File: config.mk
export PLATFORM = sky130hd
export DESIGN_NAME = two_edge_flood_reachability
export DESIGN_NICKNAME = d
export VERILOG_FILES = /design/src/hdl/tefr_pkg.sv /design/src/hdl/tefr_ram.sv /design/src/hdl/two_edge_flood_reachability.sv
export VERILOG_INCLUDE_DIRS = /design/src /design/src/hdl
export SDC_FILE = /design/constraint.sdc
export NUM_CORES = 2
export LEC_CHECK = 0
export BUFFER_PORTS_ARGS = -buffer_cell sky130_fd_sc_hd__buf_4
export CAP_MARGIN = 10
export CORE_ASPECT_RATIO = 0.8
export CORE_MARGIN = 4
export CORE_UTILIZATION = 65
export DETAILED_ROUTE_END_ITERATION = 8
export PLACE_DENSITY = 0.81
export SLEW_MARGIN = 5
export SYNTH_ARGS = -nofsm -noshare
export SYNTH_HDL_FRONTEND = slang
export SYNTH_SLANG_ARGS = --single-unit
export TNS_END_PERCENT = 30
File: constraint.sdc
create_clock -name i_clk -period 10.4 [get_ports i_clk]
set_clock_uncertainty 0.1 [all_clocks]
set_input_delay 2.6 -clock i_clk [delete_from_list [all_inputs] [get_ports i_clk]]
set_output_delay 2.6 -clock i_clk [all_outputs]
set_load 0.05 [all_outputs]
File: src/hdl/assert_macros.svh
// Assertion macros used by two_edge_flood_reachability.
`ifndef ASSERT_MACROS_SVH
`define ASSERT_MACROS_SVH
`ifndef SYNTHESIS
// Implication checked at every rising edge, disabled while in reset.
`define ASSERT_IMPL(label, clk, rst_n, pre, post) \
    label: assert property (@(posedge clk) disable iff (!rst_n) (pre) |-> (post)) \
        else $error("assertion failed");
// Next-cycle implication, disabled while in reset.
`define ASSERT_NEXT(label, clk, rst_n, pre, post) \
    label: assert property (@(posedge clk) disable iff (!rst_n) (pre) |=> (post)) \
        else $error("assertion failed");
`else
`define ASSERT_IMPL(label, clk, rst_n, pre, post)
`define ASSERT_NEXT(label, clk, rst_n, pre, post)
`endif
`endif

File: src/hdl/tefr_pkg.sv
// ----------------------------------------------------------------------------
// tefr_pkg
// Shared constants and types for the two_edge_flood_reachability block.
// ----------------------------------------------------------------------------
package tefr_pkg;
    localparam int MaxDim     = 8;
    localparam int HeightBits = 16;
    localparam int Cells      = MaxDim * MaxDim;
    localparam int IdxBits    = $clog2(Cells);
    localparam int DimBits    = $clog2(MaxDim);

    typedef logic [IdxBits-1:0]    t_idx;
    typedef logic [DimBits-1:0]    t_dim;
    typedef logic [HeightBits-1:0] t_height;

    // Register indexes of the configuration port.
    localparam logic [3:0] RegNumRows = 4'd0;
    localparam logic [3:0] RegNumCols = 4'd1;

    // Sequencer states.
    typedef enum logic [3:0] {
        S_LOAD,
        S_CLEAR,
        S_SEED,
        S_SEED_RD,
        S_POP,
        S_POP_RD,
        S_NBR,
        S_NBR_RD,
        S_EMIT
    } t_state;

    // Clamp a size register to 1..MaxDim, minus one.
    function automatic t_dim clamp_dim(input logic [3:0] v);
        logic [4:0] w;
        begin
            w = {1'b0, v};
            if (w == 5'd0) begin
                clamp_dim = '0;
            end else if (w > 5'(MaxDim)) begin
                clamp_dim = t_dim'(MaxDim - 1);
            end else begin
                clamp_dim = t_dim'(w - 5'd1);
            end
        end
    endfunction
endpackage

File: src/hdl/tefr_ram.sv
// ----------------------------------------------------------------------------
// tefr_ram
// Generic single-port RAM with registered read data.
// ----------------------------------------------------------------------------
module tefr_ram #(
    parameter int Width = 8,
    parameter int Depth = 64
) (
    input  logic                     i_clk,
    input  logic                     i_we,
    input  logic [$clog2(Depth)-1:0] i_addr,
    input  logic [Width-1:0]         i_wdata,
    output logic [Width-1:0]         o_rdata
);
    logic [Width-1:0] r_mem [Depth];
    logic [Width-1:0] r_rdata;

    // One write and one read per cycle; a read during a write returns the old word.
    always_ff @(posedge i_clk) begin
        if (i_we) begin
            r_mem[i_addr] <= i_wdata;
        end
        r_rdata <= r_mem[i_addr];
    end

    assign o_rdata = r_rdata;
endmodule

File: src/hdl/two_edge_flood_reachability.sv
// ----------------------------------------------------------------------------
// two_edge_flood_reachability
// Loads a height grid, runs two stack-based flood fills and lists the cells
// reached from both edge pairs.
// ----------------------------------------------------------------------------
// Channel   Direction  Signals
// command   in         i_start, o_busy, i_height
// config    in         i_cfg_we, i_cfg_index, i_cfg_data
// result    out        o_valid, o_row, o_col, o_found, o_last
//
// Cells load at one per cycle with busy low. The final cell starts a job:
// the reach maps are cleared in full, then each fill checks its edge seeds
// and walks from every unmarked one: it pops a cell, tests its four
// neighbours and pushes each one it reaches, until the stack is empty. The
// scan then reads one cell per cycle in row-major order; busy stays high
// until the final result shows.
// Reset is synchronous. The receiver cannot stall: each result shows for
// one cycle.
// ----------------------------------------------------------------------------
`include "assert_macros.svh"
module two_edge_flood_reachability import tefr_pkg::*; (
    input  logic        i_clk,
    input  logic        i_rst_n,
    input  logic        i_start,
    output logic        o_busy,
    input  logic [15:0] i_height,
    input  logic        i_cfg_we,
    input  logic [3:0]  i_cfg_index,
    input  logic [3:0]  i_cfg_data,
    output logic        o_valid,
    output logic [2:0]  o_row,
    output logic [2:0]  o_col,
    output logic        o_found,
    output logic        o_last
);
    t_state r_state, n_state;
    logic [3:0] r_rows_reg, r_cols_reg;
    logic [IdxBits:0] r_load, n_load;
    logic [IdxBits:0] r_cnt, n_cnt;       // clear, seed and scan counter
    logic r_fill, n_fill;                 // 0 first fill, 1 second
    logic [IdxBits:0] r_sp, n_sp;
    t_dim r_cr, n_cr, r_cc, n_cc;         // current cell, or scan position
    t_height r_ch, n_ch;                  // current height
    logic [1:0] r_dir, n_dir;
    t_dim r_nr, n_nr, r_nc, n_nc;         // neighbour under test
    logic r_ov, n_ov, r_of, n_of, r_ol, n_ol;
    logic [2:0] r_orow, n_orow, r_ocol, n_ocol;
    logic r_pv, n_pv, r_pend, n_pend;     // scan read in flight, final one
    t_dim r_pr, n_pr, r_pc, n_pc;         // position of the scan read
    logic r_hv, n_hv;                     // a hit is held back
    t_dim r_hr, n_hr, r_hc, n_hc;
    logic r_flush, n_flush;

    t_dim rm, cm;
    logic [3:0] rows, cols;
    assign rm = clamp_dim(r_rows_reg);
    assign cm = clamp_dim(r_cols_reg);
    assign rows = 4'(rm) + 4'd1;
    assign cols = 4'(cm) + 4'd1;

    logic accept;
    assign accept = i_start && !o_busy;

    // Height RAM, stack RAM and the two reach map RAMs.
    logic h_we, s_we;
    t_idx h_addr, s_addr;
    t_height h_rd;
    logic [2*DimBits-1:0] s_rd, s_wd;
    logic m0_we, m1_we, m_wd, m0_rd, m1_rd, map_rd;
    t_idx m_addr;
    tefr_ram #(.Width(HeightBits), .Depth(Cells)) u_hram (
        .i_clk(i_clk), .i_we(h_we), .i_addr(h_addr), .i_wdata(i_height), .o_rdata(h_rd));
    tefr_ram #(.Width(2*DimBits), .Depth(Cells)) u_sram (
        .i_clk(i_clk), .i_we(s_we), .i_addr(s_addr), .i_wdata(s_wd), .o_rdata(s_rd));
    tefr_ram #(.Width(1), .Depth(Cells)) u_map0 (
        .i_clk(i_clk), .i_we(m0_we), .i_addr(m_addr), .i_wdata(m_wd), .o_rdata(m0_rd));
    tefr_ram #(.Width(1), .Depth(Cells)) u_map1 (
        .i_clk(i_clk), .i_we(m1_we), .i_addr(m_addr), .i_wdata(m_wd), .o_rdata(m1_rd));
    assign map_rd = r_fill ? m1_rd : m0_rd;

    // Cell index from row and column.
    function automatic t_idx lin(input t_dim r, input t_dim c, input logic [3:0] nc);
        begin
            lin = t_idx'(t_idx'(r) * t_idx'(nc) + t_idx'(c));
        end
    endfunction

    // Seed cell for the current seed count.
    t_dim sd_r, sd_c;
    logic [IdxBits:0] nseeds;
    logic [IdxBits:0] seed_k;
    assign nseeds = (IdxBits+1)'(rows) + (IdxBits+1)'(cols);
    assign seed_k = r_cnt;
    always_comb begin
        if (seed_k < (IdxBits+1)'(rows)) begin
            sd_r = t_dim'(seed_k);
            sd_c = r_fill ? cm : '0;
        end else begin
            sd_c = t_dim'(seed_k - (IdxBits+1)'(rows));
            sd_r = r_fill ? rm : '0;
        end
    end
    t_idx sd_idx, nb_idx, cur_idx;
    assign sd_idx  = lin(sd_r, sd_c, cols);
    assign nb_idx  = lin(r_nr, r_nc, cols);
    assign cur_idx = lin(r_cr, r_cc, cols);

    // Neighbour position for a direction; valid flag.
    logic nb_ok;
    t_dim nb_r, nb_c;
    always_comb begin
        nb_ok = 1'b1;
        nb_r = r_cr;
        nb_c = r_cc;
        case (r_dir)
            2'd0: begin
                if (r_cc == cm) nb_ok = 1'b0;
                nb_c = r_cc + t_dim'(1);
            end
            2'd1: begin
                if (r_cr == rm) nb_ok = 1'b0;
                nb_r = r_cr + t_dim'(1);
            end
            2'd2: begin
                if (r_cc == '0) nb_ok = 1'b0;
                nb_c = r_cc - t_dim'(1);
            end
            default: begin
                if (r_cr == '0) nb_ok = 1'b0;
                nb_r = r_cr - t_dim'(1);
            end
        endcase
    end

    // The neighbour is pushed when it is in the grid, unmarked and not lower.
    logic push_nb;
    assign push_nb = nb_ok && !map_rd && !(r_ch > h_rd);

    logic [IdxBits:0] total;
    assign total = (IdxBits+1)'(rows * cols);

    // Next-state logic.
    always_comb begin
        n_state = r_state;
        unique case (r_state)
            S_LOAD:    if (accept && (r_load + 1'b1 >= total)) n_state = S_CLEAR;
            S_CLEAR:   if (r_cnt == (IdxBits+1)'(Cells - 1)) n_state = S_SEED;
            S_SEED: begin
                if (r_cnt == nseeds) n_state = r_fill ? S_EMIT : S_SEED;
                else n_state = S_SEED_RD;
            end
            S_SEED_RD: n_state = map_rd ? S_SEED : S_POP;
            S_POP:     n_state = (r_sp == '0) ? S_SEED : S_POP_RD;
            S_POP_RD:  n_state = S_NBR;
            S_NBR:     n_state = S_NBR_RD;
            S_NBR_RD:  n_state = (r_dir == 2'd3 || !nb_ok) && (r_dir == 2'd3) ? S_POP : S_NBR;
            S_EMIT:    if (r_cnt + 1'b1 >= total) n_state = S_LOAD;
            default:   n_state = S_LOAD;
        endcase
    end

    // Datapath and outputs of the sequencer.
    always_comb begin
        n_load = r_load; n_cnt = r_cnt; n_fill = r_fill; n_sp = r_sp;
        n_cr = r_cr; n_cc = r_cc; n_ch = r_ch; n_dir = r_dir;
        n_nr = r_nr; n_nc = r_nc;
        h_we = 1'b0; h_addr = r_load[IdxBits-1:0];
        s_we = 1'b0; s_addr = r_sp[IdxBits-1:0]; s_wd = {sd_r, sd_c};
        m0_we = 1'b0; m1_we = 1'b0; m_addr = r_cnt[IdxBits-1:0]; m_wd = 1'b0;
        unique case (r_state)
            S_LOAD: begin
                if (accept) begin
                    h_we = 1'b1;
                    if (r_load + 1'b1 >= total) begin
                        n_load = '0;
                        n_cnt = '0;
                    end else begin
                        n_load = r_load + 1'b1;
                    end
                end
            end
            S_CLEAR: begin
                m0_we = 1'b1; m1_we = 1'b1;
                n_cnt = r_cnt + 1'b1;
                if (r_cnt == (IdxBits+1)'(Cells - 1)) begin
                    n_cnt = '0; n_fill = 1'b0; n_sp = '0;
                end
            end
            S_SEED: begin
                m_addr = sd_idx;
                if (r_cnt == nseeds) begin
                    n_cnt = '0;
                    n_fill = 1'b1;
                    n_cr = '0; n_cc = '0;
                end
            end
            S_SEED_RD: begin
                // The seed is pushed and marked when its mark reads clear.
                m_addr = sd_idx;
                n_cnt = r_cnt + 1'b1;
                if (!map_rd) begin
                    s_we = 1'b1; s_addr = '0; s_wd = {sd_r, sd_c};
                    n_sp = (IdxBits+1)'(1);
                    m_wd = 1'b1; m0_we = !r_fill; m1_we = r_fill;
                end
            end
            S_POP: begin
                s_addr = t_idx'(r_sp - 1'b1);
                if (r_sp != '0) n_sp = r_sp - 1'b1;
            end
            S_POP_RD: begin
                n_cr = s_rd[2*DimBits-1:DimBits];
                n_cc = s_rd[DimBits-1:0];
                h_addr = lin(s_rd[2*DimBits-1:DimBits], s_rd[DimBits-1:0], cols);
                n_dir = 2'd0;
            end
            S_NBR: begin
                if (r_dir == 2'd0) n_ch = h_rd;
                n_nr = nb_r; n_nc = nb_c;
                h_addr = lin(nb_r, nb_c, cols);
                m_addr = lin(nb_r, nb_c, cols);
            end
            S_NBR_RD: begin
                m_addr = nb_idx;
                if (push_nb) begin
                    s_we = 1'b1; s_addr = r_sp[IdxBits-1:0]; s_wd = {r_nr, r_nc};
                    n_sp = r_sp + 1'b1;
                    m_wd = 1'b1; m0_we = !r_fill; m1_we = r_fill;
                end
                n_dir = r_dir + 2'd1;
                h_addr = cur_idx;
            end
            S_EMIT: begin
                // Scan in row-major order; both maps are read at the count.
                n_cnt = r_cnt + 1'b1;
                if (r_cc == cm) begin
                    n_cc = '0;
                    n_cr = r_cr + t_dim'(1);
                end else begin
                    n_cc = r_cc + t_dim'(1);
                end
            end
            default: ;
        endcase
        // A size write starts a new grid.
        if (i_cfg_we && (i_cfg_index == RegNumRows || i_cfg_index == RegNumCols)) begin
            n_load = '0;
        end
    end

    // Output stage: a hit is held until the next hit or the end of the scan,
    // so the final one can carry last; an empty scan gives one empty answer.
    always_comb begin
        n_pv   = (r_state == S_EMIT);
        n_pend = (r_state == S_EMIT) && (r_cnt + 1'b1 >= total);
        n_pr   = r_cr;
        n_pc   = r_cc;
        n_ov = 1'b0; n_of = r_of; n_ol = r_ol; n_orow = r_orow; n_ocol = r_ocol;
        n_hv = r_hv; n_hr = r_hr; n_hc = r_hc;
        n_flush = 1'b0;
        if (r_pv) begin
            if (m0_rd && m1_rd) begin
                if (r_hv) begin
                    n_ov = 1'b1; n_of = 1'b1; n_ol = 1'b0;
                    n_orow = r_hr; n_ocol = r_hc;
                end
                n_hv = 1'b1; n_hr = r_pr; n_hc = r_pc;
            end
            n_flush = r_pend;
        end
        if (r_flush) begin
            n_ov = 1'b1; n_of = r_hv; n_ol = 1'b1;
            n_orow = r_hv ? r_hr : '0;
            n_ocol = r_hv ? r_hc : '0;
            n_hv = 1'b0;
        end
    end

    always_ff @(posedge i_clk) begin
        if (!i_rst_n) begin
            r_state <= S_LOAD;
            r_rows_reg <= 4'd8; r_cols_reg <= 4'd8;
            r_load <= '0; r_cnt <= '0; r_fill <= 1'b0; r_sp <= '0;
            r_ov <= 1'b0; r_pv <= 1'b0; r_flush <= 1'b0; r_hv <= 1'b0;
        end else begin
            r_state <= n_state;
            r_load <= n_load; r_cnt <= n_cnt; r_fill <= n_fill; r_sp <= n_sp;
            r_ov <= n_ov; r_pv <= n_pv; r_flush <= n_flush; r_hv <= n_hv;
            if (i_cfg_we) begin
                if (i_cfg_index == RegNumRows) begin
                    r_rows_reg <= i_cfg_data;
                end else if (i_cfg_index == RegNumCols) begin
                    r_cols_reg <= i_cfg_data;
                end
            end
        end
        r_cr <= n_cr; r_cc <= n_cc; r_ch <= n_ch; r_dir <= n_dir;
        r_nr <= n_nr; r_nc <= n_nc;
        r_of <= n_of; r_ol <= n_ol; r_orow <= n_orow; r_ocol <= n_ocol;
        r_pend <= n_pend; r_pr <= n_pr; r_pc <= n_pc;
        r_hr <= n_hr; r_hc <= n_hc;
    end

    assign o_busy  = (r_state != S_LOAD) || r_pv || r_flush;
    assign o_valid = r_ov;
    assign o_row   = r_orow;
    assign o_col   = r_ocol;
    assign o_found = r_of;
    assign o_last  = r_ol;

    `ASSERT_IMPL(a_no_start_busy, i_clk, i_rst_n, o_valid && !o_found, o_last)
    `ASSERT_NEXT(a_clear_after_load, i_clk, i_rst_n,
        r_state == S_LOAD && n_state == S_CLEAR, r_state == S_CLEAR)
    `ASSERT_IMPL(a_sp_bound, i_clk, i_rst_n, 1'b1, r_sp <= (IdxBits+1)'(Cells))
endmodule

* Yosys cells after proc, flatten, opt, wreduce, memory -nomap -nowiden
Memories as Yosys holds them, arrays and structs flattened. A register that Yosys moved wholly into a read port is not among the register bits.
Cells that the tools add are included.
** Word-level totals
- Memory bits (writable) :: 1536
- Output and inout bits :: 10
- Memories kept :: 4
- Register bits :: 89
** Cells by class
- Reductions and logical operators :: 54
- Eq/ne operators :: 26
- Add/subtract/negate cells :: 20
- Magnitude comparators :: 6
- Multiplexer cells :: 88
- $mul :: 6
- Bitwise logic cells :: 2
** Memory list
- u_hram.r_mem :: words 64, width 16, read ports 1, clocked after memory_dff 1, write ports 1, RTL line tefr_ram.sv:15 : logic [Width-1:0] r_mem [Depth];
- u_sram.r_mem :: words 64, width 6, read ports 1, clocked after memory_dff 1, write ports 1, RTL line tefr_ram.sv:15
- u_map0.r_mem :: words 64, width 1, read ports 1, clocked after memory_dff 1, write ports 1, RTL line tefr_ram.sv:15
- u_map1.r_mem :: words 64, width 1, read ports 1, clocked after memory_dff 1, write ports 1, RTL line tefr_ram.sv:15
** Operators by type and width (number)
- $mux W3 :: 23
- $mux W7 :: 9
- $pmux W7 S4 :: 2
- $pmux W4 S9 :: 1
- $pmux W6 S3 :: 2
- $mux W1 :: 31
- $add A6 B3 Y6 :: 5
- $mul A3 B4 Y6 :: 5
- $add A7 B1 Y7 const B :: 3
- $mux W4 :: 5
- $mux W6 :: 3
- $pmux W3 S3 :: 2
- $reduce_and A3 Y1 :: 6
- $eq A4 B3 Y1 const B :: 4
- $gt A16 B16 Y1 :: 1
- $logic_not A4 Y1 :: 4
- $ne A2 B2 Y1 const B :: 8
- $ge A7 B7 Y1 :: 2
- $pmux W3 S2 :: 2
- $pmux W6 S2 :: 1
- $reduce_and A2 Y1 :: 6
- $reduce_bool A4 Y1 :: 3
- $sub A3 B1 Y3 const B :: 4
- $reduce_bool A2 Y1 :: 5
- other kinds (34) :: 65

* Logic depth before layout (Yosys ltp)
- Depth in word-level cells :: 12
- Mapped depth :: 34

* Cells and area by module
From an unflattened synthesis, not the netlist that was laid out.
** Unflattened totals
- Cells, all modules :: 4625
- Area, all modules :: 69656.8 µm²
** By module, submodules not included
- tefr_ram at u_hram :: cells an instance 2258, instances 1, sequential area each 31069.8 µm², area each 39884.5 µm²
- tefr_ram at u_sram :: cells an instance 923, instances 1, sequential area each 11651.2 µm², area each 15265.9 µm²
- two_edge_flood_reachability :: cells an instance 998, instances 1, sequential area each 2212.1 µm², area each 8598.2 µm²
- tefr_ram at u_map0 ... :: cells an instance 223, instances 2, sequential area each 1941.9 µm², area each 2954.1 µm²

* Worst setup path after synthesis
OpenSTA, ideal clock, no wires.
- Path type :: reg2reg
- From :: reg r_rows_reg[0]
- To :: reg u_map1.r_rdata, in the netlist u_map1.o_rdata, read port of u_map1.r_mem
- Library setup time :: 134 ps
- Stages on the path, launching flop included :: 32
- Slack :: 3433 ps
- Data required time :: 10166 ps
- Data arrival time :: 6733 ps
- Path buffers :: 2
- Clock period less this slack :: 6967 ps
- Cells stage by stage :: dfxtp_1 > inv_1 > ha_1 > nor2b_1 > nor2_1 > o21ai_0 > inv_1 > ha_1 > xnor2_1 > inv_1 > ha_1 > o21ai_0 > a21oi_1 > nor2_1 > clkbuf_1 > o31ai_1 > nand2_1 > fa_1 > inv_1 > fa_1 > inv_1 > fa_1 > nand2b_1 > a21oi_1 > xnor2_1 > nor2b_1 > mux2i_1 > a31oi_1 > nand2b_1 > clkbuf_1 > o22ai_1 > or4_1
** Between the ends
- Word-level cells in the longest chain between the ends :: 9
** RTL lines
- from (decl) :: RTL line two_edge_flood_reachability.sv:37 : logic [3:0] r_rows_reg, r_cols_reg;
- from (signal assigned) :: RTL line two_edge_flood_reachability.sv:291 : r_rows_reg <= i_cfg_data;
- $gt A4 B4 Y1 or $sub A3 B1 Y3 (tied branches) :: RTL line tefr_pkg.sv:40, tefr_pkg.sv:43
- $mux W3 :: RTL line tefr_pkg.sv:40 : end else if (w > 5'(MaxDim)) begin
- $mux W3 (*) :: RTL line tefr_pkg.sv:38 : if (w == 5'd0) begin
- $add A3 B1 Y4 :: RTL line two_edge_flood_reachability.sv:58 : assign rows = 4'(rm) + 4'd1;
- $lt A7 B4 Y1 :: RTL line two_edge_flood_reachability.sv:95 : if (seed_k < (IdxBits+1)'(rows)) begin
- $mux W3 :: RTL line two_edge_flood_reachability.sv:95
- $mul A3 B4 Y6 :: RTL line two_edge_flood_reachability.sv:84 : lin = t_idx'(t_idx'(r) * t_idx'(nc) + t_idx'(c));
- $add A6 B3 Y6 (*) :: RTL line two_edge_flood_reachability.sv:84
- $pmux W6 S3 (*) :: RTL line two_edge_flood_reachability.sv:170 : unique case (r_state)
- to (decl) :: RTL line tefr_ram.sv:16 : logic [Width-1:0] r_rdata;
Mark *: on every way between the ends. The rest lies on a longest branch, timed or not.
A chain may end at the register's enable or synchronous reset.

* Worst setup path after layout
- From :: reg r_cols_reg[0]
- To :: reg u_hram.r_rdata[12], in the netlist u_hram.o_rdata[12], read port of u_hram.r_mem
** Between the ends
- Word-level cells in the longest chain between the ends :: 7
** RTL lines
- from (decl) :: RTL line two_edge_flood_reachability.sv:37
- from (signal assigned) :: RTL line two_edge_flood_reachability.sv:293 : r_cols_reg <= i_cfg_data;
- $gt A4 B4 Y1 or $sub A3 B1 Y3 (tied branches) :: RTL line tefr_pkg.sv:40, tefr_pkg.sv:43
- $mux W3 :: RTL line tefr_pkg.sv:40
- $mux W3 (*) :: RTL line tefr_pkg.sv:38
- $add A3 B1 Y4 (*) :: RTL line two_edge_flood_reachability.sv:59 : assign cols = 4'(cm) + 4'd1;
- $mul A3 B4 Y6 :: RTL line two_edge_flood_reachability.sv:84
- $add A6 B3 Y6 :: RTL line two_edge_flood_reachability.sv:84
- $pmux W6 S3 (*) :: RTL line two_edge_flood_reachability.sv:170
- to (decl) :: RTL line tefr_ram.sv:16
Marks and branches as above.

==> results.json <==
{
  "outcome": "finished with violations",
  "violations": "design-rule violations",
  "grt_first_pass_wirelength_mm": 285,
  "avgSynthCellArea_um2": 13.9,
  "netlist_area_mm2": 0.0685,
  "synth_top_area_cell": "edfxtp_1",
  "die_w_um": 371,
  "r2r-start": "r_cols_reg[0]",
  "startpoint": "r_cols_reg[0]",
  "async_reset_ff_frac": 0,
  "cp_cell_sequence": "inv_1, ha_1, nor2b_1, maj3_1, inv_1, ha_1, nand2_1, fa_1, fa_1, fa_1, a21oi_1, or4_4, nand2_8, nor2_2, buf_4, a21oi_1, o21ai_0, a222oi_1, o21ai_0, or4_1",
  "critPathMaxFanout": 87,
  "cp_slowest_cell": "a222oi_1",
  "crit_type": "flop to flop",
  "ir_drop_uv": 216,
  "p_per_area_mw_per_mm2": 211,
  "postLayoutCellArea_mm2": 0.0754,
  "grt_overflow": 0,
  "dieArea_mm2": 0.111,
  "hold_path_startpoint": "r_pc[2]",
  "std_cell_rows": 106,
  "first_pass_iters": 9,
  "synth_top_family_by_area": "compound AO/OA/AOI/OAI gates",
  "routed_via_density": 7.11,
  "cts_resized": 0,
  "drv_slew": 0,
  "dr.first_iter.drc_count": 8947,
  "holdWs_ps": 304,
  "dominantRegCellSynth": "edfxtp_1",
  "ys_warn_count": 0,
  "core-area_mm2": 0.105,
  "antenna_found_initial": 8,
  "timing.setup.tns_ps": 0,
  "path_clk_slew_ps": 70,
  "crit_arrival_ps": 9080,
  "hold_path_class": "flop to flop",
  "final_cells": 6486,
  "synth_commonest_cells": "edfxtp_1, nand2_1, a21oi_1, nor2_1, a22oi_1",
  "largest_reg_flops": 1024,
  "setup_viol": 0,
  "fin_crit_sh": 0.819,
  "fin_crit_ps": 8520,
  "rsz0062_at_grt": "false",
  "ys_types": 93,
  "dp_hpwl_mm": 112,
  "slowest_delay_ps": 970,
  "cts-root-buf": "clkbuf_16",
  "p_leak_nw": 25.0,
  "portBuffers": 37,
  "synth_most_common_cell": "edfxtp_1",
  "synth.mux.area_fraction": 0.0196,
  "crit_required_ps": 10960,
  "synthCells": 4931,
  "grt_use_total": 0.347,
  "antenna_left": 0,
  "wire_per_inst_um": 29.9,
  "yosysSeqAreaShare": 0.713,
  "dp_cells": 6209,
  "ys_top_cells_by_area": "edfxtp_1, nand2_1, a21oi_1",
  "drive_above_1_share": 0.0974,
  "clk_latency_ps": 800,
  "synthesis.nets": 5101,
  "fmax_ghz": 0.117,
  "startpoint_type": "flop",
  "synth_compound_area_frac": 0.111,
  "drc": 3,
  "gp_congestion": 0.956,
  "grt_max_degree": 129,
  "largest-register": "u_hram.r_mem",
  "synth_xor_area_frac": 0.00788,
  "cp_common_cell": "fa_1",
  "syn_to_final_growth_pct": 10.1,
  "tritoncts": "built",
  "cts.htree.levels": 4,
  "relSlewSlack": 0.0258,
  "synth_top_area_share": 0.693,
  "start_util": 0.655,
  "vias": 46100,
  "nNetsFinal": 5126,
  "hold_violations": 0,
  "clockBufferDepth": 3,
  "synth-edff-count": 1579,
  "numCtsBuffers": 149,
  "place_area_mm2": 0.0706,
  "die_h_um": 298,
  "clock_sinks": 1649,
  "reg.largest.list": "u_hram.r_mem: 1024 flops, u_sram.r_mem: 384 flops",
  "maxCapViolCount": 0,
  "wirelength_mm": 194,
  "cp-end-kind": "flop",
  "max_slew.worst_pin.slew_ps": 1460,
  "grt_pass1_vias": 44300,
  "post_cts_buffers": 0,
  "synth-simple-area-share": 0.0944,
  "synthAdderAreaFrac": 0.0292,
  "synth-seq-cells": 1649,
  "ctsHoldBuffers": 0,
  "pin_count": 38
}
-- path summary, 6_finish.rpt --
| check | endpoint | slack [ps] | depth (start not counted) |
|---|---|---|---|
| worst max register to register | u_hram.o_rdata[12] | 1880 | 20 |
| worst min-delay path | r_hc[2] | 300 | 0 |
| worst max-delay path | u_hram.o_rdata[12] | 1880 | 20 |
| worst min register to register | r_hc[2] | 300 | 0 |
-- metrics by stage --
| step | power (mW) | util | setup WS (ps) |
|---|---|---|---|
| after floorplan | 9.36 | - | 3430 |
| after global placement | 10.4 | 0.675 | 1900 |
| after detailed placement | 10.5 | 0.676 | 2240 |
| after CTS | 15.8 | 0.721 | 2210 |
| after global routing | 16.3 | 0.721 | 1400 |
| final | 15.9 | 0.721 | 1880 |
-- worst max-delay path, delay by kind of cell, from the launching register on --
family	cells	cell delay, ps
buf+inv	3	730
flops	1	330
fa+ha+maj	6	3250
compound gates	5	1790
simple gates	6	2120
-- placed cells by master (no fill, tap or decap), types with 17 or more instances in the layout --
master,synthesis,routed
clkinv_2,0,21
clkbuf_1,157,36
clkinv_1,0,20
edfxtp_1,1579,1579
ha_1,116,116
nor3_1,97,92
or4_1,18,18
a21o_1,26,25
nand2b_1,23,23
inv_1,110,110
a221oi_1,69,69
nand3_1,157,157
o22ai_1,43,42
and2_1,55,55
nor4_1,57,57
a22oi_1,171,171
nand2_1,623,622
nor2b_1,17,17
a22o_1,26,26
xnor2_1,36,36
and3_1,21,21
dfxtp_1,70,70
buf_4,6,180
o22a_1,17,17
o21ai_0,115,114
mux2_2,25,25
a222oi_1,67,67
xor2_1,23,23
fa_1,26,26
a211oi_1,67,67
a21oi_1,313,312
nor2_1,277,260
a31oi_1,85,82
mux2i_1,97,96
clkbuf_16,0,150
-- where the power goes --
part | internal, mW | leakage, nW | switching (mW)
clock | 2.96 | 2.30 | 2.47
sequential | 7.40 | 14.6 | 0.121
combinational | 0.856 | 8.13 | 2.11
total | 11.2 | 25.0 | 4.69
-- kinds of logic after synthesis --
logic type / after synthesis
compound gates: 1108
xor+xnor: 60
fa+ha+maj: 145
buf+inv: 420
flops: 1649
mux: 126
simple gates: 1423
-- cell type report --
type / count / area [um2]
inverter: 110 / 413
clock buffer: 193 / 3990
sequential: 1649 / 48800
clock inverter: 76 / 772
antenna: 8 / 20.0
multi-input combinational: 2862 / 18200
timing repair buffer: 184 / 1430
fill: 6540 / 29100
tap: 1404 / 1760
-- per-layer routing --
| layer | global-route usage | routed length, um | vias up |
|---|---|---|---|
| met5 | 0 | 93 | - |
| met4 | 0.140 | 8840 | 8 |
| met3 | 0.125 | 32000 | 706 |
| met2 | 0.496 | 84000 | 4135 |
| met1 | 0.490 | 69000 | 22200 |
| li1 | - | - | 19000 |
No activity file was read; power rests on OpenSTA's default activity.
